### config.mk
export PLATFORM = sky130hd
export DESIGN_NAME = modular_exponentiation_prime32_unit
export DESIGN_NICKNAME = d
export VERILOG_FILES = /design/src/rtl/mexp_pkg.sv /design/src/rtl/modular_exponentiation_prime32_unit.sv /design/src/rtl/mexp_mulmod.sv
export SDC_FILE = /design/constraint.sdc
export NUM_CORES = 2
export LEC_CHECK = 0
export BUFFER_PORTS_ARGS = -buffer_cell sky130_fd_sc_hd__clkbuf_2
export CAP_MARGIN = 30
export CORE_ASPECT_RATIO = 1.25
export CORE_MARGIN = 1
export CORE_UTILIZATION = 50
export CTS_CLUSTER_DIAMETER = 30
export DETAILED_ROUTE_END_ITERATION = 8
export PLACE_DENSITY = 0.73
export SYNTH_ARGS = -nofsm -noshare
export SYNTH_HDL_FRONTEND = slang
export SYNTH_HIERARCHICAL = 1
export SYNTH_SLANG_ARGS = --single-unit
### constraint.sdc
create_clock -name clk_i -period 17 [get_ports clk_i]
set_clock_uncertainty 0.15 [all_clocks]
set_input_delay 1.7 -clock clk_i [delete_from_list [all_inputs] [get_ports clk_i]]
set_output_delay 1.7 -clock clk_i [all_outputs]
set_load 0.01 [all_outputs]
### src/rtl/mexp_pkg.sv
// Shared constants, types and state encoding of the modular exponentiation unit.
package mexp_pkg;

  localparam int unsigned WordW = 32;
  localparam int unsigned ExpW  = 64;
  localparam int unsigned ProdW = 2 * WordW;
  // One fold of the high word (times five) onto the low word needs three extra bits; SumW gives four.
  localparam int unsigned SumW  = WordW + 4;

  // The prime is 2^32 - 5, so 2^32 is congruent to 5.
  localparam logic [WordW-1:0] Modulus = 32'hFFFF_FFFB;
  localparam logic [ExpW-1:0]  InvExp  = 64'h0000_0000_FFFF_FFF9;
  localparam logic [WordW-1:0] One     = 32'd1;

  typedef enum logic [2:0] {
    ST_IDLE,
    ST_ISSUE,
    ST_MUL,
    ST_WAIT,
    ST_DONE
  } mexp_state_e;

  typedef enum logic {
    OP_SQR,
    OP_ACC
  } mexp_op_e;

  // Control that travels alongside an operand pair through the multiplier.
  typedef struct packed {
    logic     vld;
    mexp_op_e op;
    logic     last;
  } mexp_ctl_t;

endpackage

### src/rtl/modular_exponentiation_prime32_unit.sv
// Top level: right-to-left square-and-multiply modulo 2^32 - 5 on one shared multiplier.
//
//   channel   ports                                  transfer when
//   -------   ------------------------------------   --------------------------
//   command   start_i, busy_o, cmd_i, base_i,        start_i high, busy_o low
//             exponent_i
//   result    done_o, result_o                        done_o high (one cycle)
//
// Steps: with L the position of the highest set exponent bit plus one (0 for
// a zero exponent) and K the number of set bits, a command runs L
// power-of-two steps and K accumulates while busy_o stays high; each step
// squares through the two-stage multiplier and a set bit adds one accumulate,
// issued right behind the square. The inverse command uses exponent P - 2
// (32 bits, 30 set).
// Reset clears the sequencer to idle; operand registers hold no reset value.
// The receiver cannot stall: the result is valid in the cycle of done_o and holds until the next command is taken.
module modular_exponentiation_prime32_unit (
  input  logic                        clk_i,
  input  logic                        rst_ni,
  input  logic                        start_i,
  output logic                        busy_o,
  input  logic                        cmd_i,
  input  logic [mexp_pkg::WordW-1:0]  base_i,
  input  logic [mexp_pkg::ExpW-1:0]   exponent_i,
  output logic                        done_o,
  output logic [mexp_pkg::WordW-1:0]  result_o
);
  import mexp_pkg::*;

  mexp_state_e      state_q, state_d;
  logic [WordW-1:0] base_q, base_d;
  logic [WordW-1:0] acc_q, acc_d;
  logic [ExpW-1:0]  exp_q, exp_d;

  mexp_ctl_t        req, rsp;
  logic [WordW-1:0] op_a, op_b, mul_res;

  mexp_mulmod u_mulmod (
    .clk_i  (clk_i),
    .rst_ni (rst_ni),
    .req_i  (req),
    .op_a_i (op_a),
    .op_b_i (op_b),
    .rsp_o  (rsp),
    .res_o  (mul_res)
  );

  // Next state: one exponent bit per trip through ISSUE, finish once the
  // remaining exponent is zero.
  always_comb begin
    state_d = state_q;
    case (state_q)
      ST_IDLE: begin
        if (start_i) state_d = ST_ISSUE;
      end
      ST_ISSUE: begin
        if (exp_q == '0) begin
          state_d = ST_DONE;
        end else if (exp_q[0]) begin
          state_d = ST_MUL;
        end else begin
          state_d = ST_WAIT;
        end
      end
      ST_MUL: begin
        state_d = ST_WAIT;
      end
      ST_WAIT: begin
        // Advance once the last operation of this bit returns.
        if (rsp.vld && rsp.last) state_d = ST_ISSUE;
      end
      ST_DONE: begin
        state_d = ST_IDLE;
      end
      default: begin
        state_d = ST_IDLE;
      end
    endcase
  end

  // Outputs and multiplier issue.
  always_comb begin
    req    = '0;
    op_a   = base_q;
    op_b   = base_q;
    busy_o = 1'b1;
    done_o = 1'b0;
    case (state_q)
      ST_IDLE: begin
        busy_o = 1'b0;
      end
      ST_ISSUE: begin
        // Square the running base; it is the bit's last op when the bit is clear.
        if (exp_q != '0) begin
          req.vld  = 1'b1;
          req.op   = OP_SQR;
          req.last = ~exp_q[0];
        end
      end
      ST_MUL: begin
        // Accumulate with the base as it stood before this bit's square.
        req.vld  = 1'b1;
        req.op   = OP_ACC;
        req.last = 1'b1;
        op_a     = acc_q;
      end
      ST_WAIT: begin
        req = '0;
      end
      ST_DONE: begin
        done_o = 1'b1;
      end
      default: begin
        busy_o = 1'b1;
      end
    endcase
  end

  assign result_o = acc_q;

  // Operand registers: load on a command transfer, write back multiplier results.
  always_comb begin
    base_d = base_q;
    acc_d  = acc_q;
    exp_d  = exp_q;
    if (state_q == ST_IDLE) begin
      if (start_i) begin
        base_d = base_i;
        acc_d  = One;
        exp_d  = cmd_i ? InvExp : exponent_i;
      end
    end else if (rsp.vld) begin
      if (rsp.op == OP_SQR) begin
        base_d = mul_res;
      end else begin
        acc_d = mul_res;
      end
      // Drop the consumed exponent bit.
      if (rsp.last) exp_d = exp_q >> 1;
    end
  end

  always_ff @(posedge clk_i or negedge rst_ni) begin
    if (!rst_ni) begin
      state_q <= ST_IDLE;
    end else begin
      state_q <= state_d;
    end
  end

  always_ff @(posedge clk_i) begin
    base_q <= base_d;
    acc_q  <= acc_d;
    exp_q  <= exp_d;
  end

endmodule

### src/rtl/mexp_mulmod.sv
// Two-stage pipelined 32x32 multiplier with reduction modulo 2^32 - 5.
module mexp_mulmod (
  input  logic                      clk_i,
  input  logic                      rst_ni,
  input  mexp_pkg::mexp_ctl_t       req_i,
  input  logic [mexp_pkg::WordW-1:0] op_a_i,
  input  logic [mexp_pkg::WordW-1:0] op_b_i,
  output mexp_pkg::mexp_ctl_t       rsp_o,
  output logic [mexp_pkg::WordW-1:0] res_o
);
  import mexp_pkg::*;

  mexp_ctl_t        ctl1_q, ctl2_q;
  logic [ProdW-1:0] prod_q;
  logic [SumW-1:0]  sum_d, sum_q;
  logic [WordW:0]   fold2;
  logic [WordW:0]   diff;

  // Fold the high word: hi * 2^32 == hi * 5 (mod P).
  assign sum_d = {4'd0, prod_q[WordW-1:0]}
               + {2'd0, prod_q[ProdW-1:WordW], 2'd0}
               + {4'd0, prod_q[ProdW-1:WordW]};

  // Second fold leaves a value below 2P; one conditional subtract finishes.
  assign fold2 = {1'b0, sum_q[WordW-1:0]}
               + {{(WordW-5){1'b0}}, sum_q[SumW-1:WordW], 2'd0}
               + {{(WordW-3){1'b0}}, sum_q[SumW-1:WordW]};
  assign diff  = fold2 - {1'b0, Modulus};
  assign res_o = (fold2 >= {1'b0, Modulus}) ? diff[WordW-1:0] : fold2[WordW-1:0];
  assign rsp_o = ctl2_q;

  always_ff @(posedge clk_i or negedge rst_ni) begin
    if (!rst_ni) begin
      ctl1_q <= '0;
      ctl2_q <= '0;
    end else begin
      ctl1_q <= req_i;
      ctl2_q <= ctl1_q;
    end
  end

  always_ff @(posedge clk_i) begin
    prod_q <= ProdW'(op_a_i) * ProdW'(op_b_i);
    sum_q  <= sum_d;
  end

endmodule
==> summary.md <==
| Metric | Value |
|---|---|
| Run status | finished clean |
| Static Leak | 23.1 nW |
| I/O pin count | 134 |
| Internal power | 1.12 mW |
| DRC | 0 |
| Layout Nets | 6078 |
| Largest net degree at the start of global routing | 98 |
| Post-CTS Setup Bufs | 0 |
| CP max stage delay | 0.97 ns |
| Pre-CTS setup slack | 7.24 ns |
| Worst setup margin | 7.10 ns |
| Dpl hpwl | 93200 um |
| PD cells | 30.4 mW/mm2 |
| Rows | 122 |
| Fin crit share | 58.2% |
| Area Overhead vs Synth | 6.59% |
| Compound-cell area share of the yosys netlist | 5.66% |
| Sw Share | 23.5% |
| Buf/Inv on CP | 5 |
| Least-Margin Pin Slew | 1.03 ns |
| CP top delay family | adder cells |
| Post-placement cell count | 5876 |
| Port bufs | 133 |
| Startpoint types | flop |
| Max Slew Vio Count | 0 |
| Number of synthesized flops with an enable pin | 128 |
| Drt pass-1 iters | 5 |
| Setup TNS | 0 ns |
| Core area | 0.0888 mm2 |
| Non-Filler Instances | 5957 |
| CTS tree | yes |
| FFs w/ async S/R, synth | 3.81% |
| Initial Util | 50.6% |
| Max Clock Freq | 101 MHz |
| Wirelength per Cell | 20.3 um |
| Netlist cell types | 82 |
| CTS Buf Count | 41 |
| Setup crit end kind | flop |
| Routed WL | 121000 um |
| Part of the power in registers | 40.8% |
| Clock-pin slew on the worst setup and hold paths | 0.06 ns |
| Final Util | 54.0% |
| CTS Hold Buffers Added | 0 |
| GRT Util Overall | 27.4% |
| Critical path peak fanout | 33 |
| Die area | 0.0912 mm2 |
| Die height | 337 um |
| Xor/xnor cell area share of the yosys netlist | 2.30% |
| Final min period | 9.90 ns |
| Number of fill cells | 7833 |
| Syn Inst Count | 4777 |
| CP Class | reg -> reg |
| Max IR drop VDD | 77.7 uV |
| Vias per Instance | 5.51 |
| Vias | 32800 |
| Routed Antenna Nets | 0 |
| First-pass GRT wire length | 196000 um |
| Worst Path Required | 17.30 ns |
| Clock share of power | 58.1% |
| Hold Vio Cnt, Final | 0 |
| Hold slack final | 0.200 ns |
| Mapped Area | 0.0450 mm2 |
| Warnings from Yosys | 6 |
| Ys flop type | edfxtp_1 |
| CP max-delay cell | mux2_2 |
| Simple-Gate Fraction of Synth Area | 18.0% |
| Final setup viols | 0 |
| Grt total ovfl | 0 |
| Die X | 270 um |
| CTS sink count | 236 |
| Vias in the first global route | 36300 |
| Worst Hold Class | reg -> reg |
| Clock latency on the worst-skew pair | 0.56 ns |
| Comb pwr share | 1.1% |
| CTS Root Buffer Type | clkbuf_16 |
| Post-synthesis sequential area ratio | 13.5% |
| Initial DRC count | 1952 |
| Main combinational cell family by area after synthesis | adder cells |
| Syn nets | 6113 |
| MaxCap Viol Count | 0 |
| Mapped Avg Cell Area | 9.42 um2 |
| Net Switching | 0.343 mW |
| CP most frequent cell | fa_1 |
| Post-Synth Adder-Cell Area | 49.9% |
| Yosys reg bits | 236 |
| Multiplexer area fraction after synthesis | 0.874% |
| Post-cts resize count | 0 |
| CTS max path bufs | 3 |
| Final Wtd Congestion | 0.947 |
| CP arrival | 10.19 ns |
| Layout cells sized above 1 | 6.72% |
| Htree depth | 2 |
| Initial antenna violation count | 4 |
| RSZ-0062 raised after global routing | false |
| Max transition margin | 31.2% |
cells by family (layout without fill, tap and decap cells):
| logic type | Yosys count | count (layout) |
|---|---|---|
| adders and majority gates | 1236 | 1236 |
| and+or+nand+nor | 1592 | 1592 |
| AOI/OAI and AO/OA | 397 | 397 |
| DFF | 236 | 236 |
| other | 0 | 4 |
| buffers and inverters | 1163 | 1161 |
| xor gates and xnor gates | 118 | 118 |
| muxes | 35 | 35 |
metrics by stage:
step	power, mW	instance area, um2
final	1.46	47900
after global placement	0.623	46500
after CTS	1.47	47900
after global routing	1.49	47900
after floorplan	0.610	45000
after detailed placement	0.623	46500
layout by cell type (no fill, tap or decap), drive strengths merged, types with 28 or more instances in the layout:
cell,synthesis,final
fa,929,929
inv,903,920
nand2,683,683
and2,593,593
ha,307,307
clkbuf,236,175
edfxtp,128,128
a21oi,104,104
nor2,99,99
dfxtp,99,99
o21ai,97,97
a21o,70,70
xnor2,66,66
xor2,52,52
buf,24,49
nand4,35,35
mux2,34,34
nand3b,33,33
nand3,31,31
nor4,28,28
Yosys cell counts (33+ instances only):
library cell	number	share of area [%]
edfxtp_1	128	8.5
inv_1	901	7.5
nand2_1	683	5.7
nand4_1	34	0.47
xor2_1	52	1.0
xnor2_1	66	1.3
nand3b_1	33	0.55
a21o_1	70	1.2
and2_1	593	8.2
dfxtp_1	99	4.4
clkbuf_1	235	2.0
nor2_1	99	0.83
o21ai_0	93	1.0
fa_1	929	41
a21oi_1	104	1.2
ha_1	307	8.5
state kept, by name, indices dropped and copies added (netlist names):
signal / count
exp_q: 64
u_mulmod/prod_q: 64
u_mulmod/ctl1_q: 3
u_mulmod/sum_q: 35
state_q: 3
base_q: 32
result_o: 32
u_mulmod/rsp_o: 3
final cells by class:
| type | instances | area [um2] | share of cell area (%) |
|---|---|---|---|
| diodes | 4 | 10.0 | 0.0209 |
| clock buffers | 42 | 1030 | 2.15 |
| clock inverters | 34 | 395 | 0.825 |
| inverters | 903 | 3390 | 7.07 |
| multi-input cells | 3378 | 34500 | 72.0 |
| flip-flops and latches | 236 | 6050 | 12.6 |
| well taps | 1178 | 1470 | 3.07 |
| repair buffers | 182 | 1050 | 2.20 |
power groups by stage:
stage                     clock network (mW)  registers, mW  logic [mW]
after global placement                     0          0.607      0.0157
final                                  0.847          0.595      0.0159
after CTS                              0.857          0.595      0.0158
after global routing                   0.882          0.595      0.0172
after detailed placement                   0          0.607      0.0157
after floorplan                            0          0.607     0.00273
path summary, 6_finish.rpt:
path                                    startpoint                  end  slack [ns]  cells past startpoint
worst max-delay path                    state_q[2]  u_mulmod/prod_q[61]        7.10                     25
worst min-delay path            u_mulmod/ctl1_q[1]    u_mulmod/rsp_o[1]        0.20                      0
worst max register to register          state_q[2]  u_mulmod/prod_q[61]        7.10                     25
worst min register to register  u_mulmod/ctl1_q[1]    u_mulmod/rsp_o[1]        0.20                      0
max in group asynchronous                   rst_ni    u_mulmod/rsp_o[1]       15.65                      1
min in group asynchronous                   rst_ni           state_q[2]        0.85                      1
per-layer routing:
metal / track usage [%] / share of wire, % / vias to the layer above
li1: - / - / 14500
met1: 33.5 / 38 / 16800
met2: 48.1 / 50 / 1286
met3: 4.97 / 7.5 / 273
met4: 10.4 / 3.8 / 4
met5: 0 / 0.022 / -
Power figures use the tool's default switching activity.
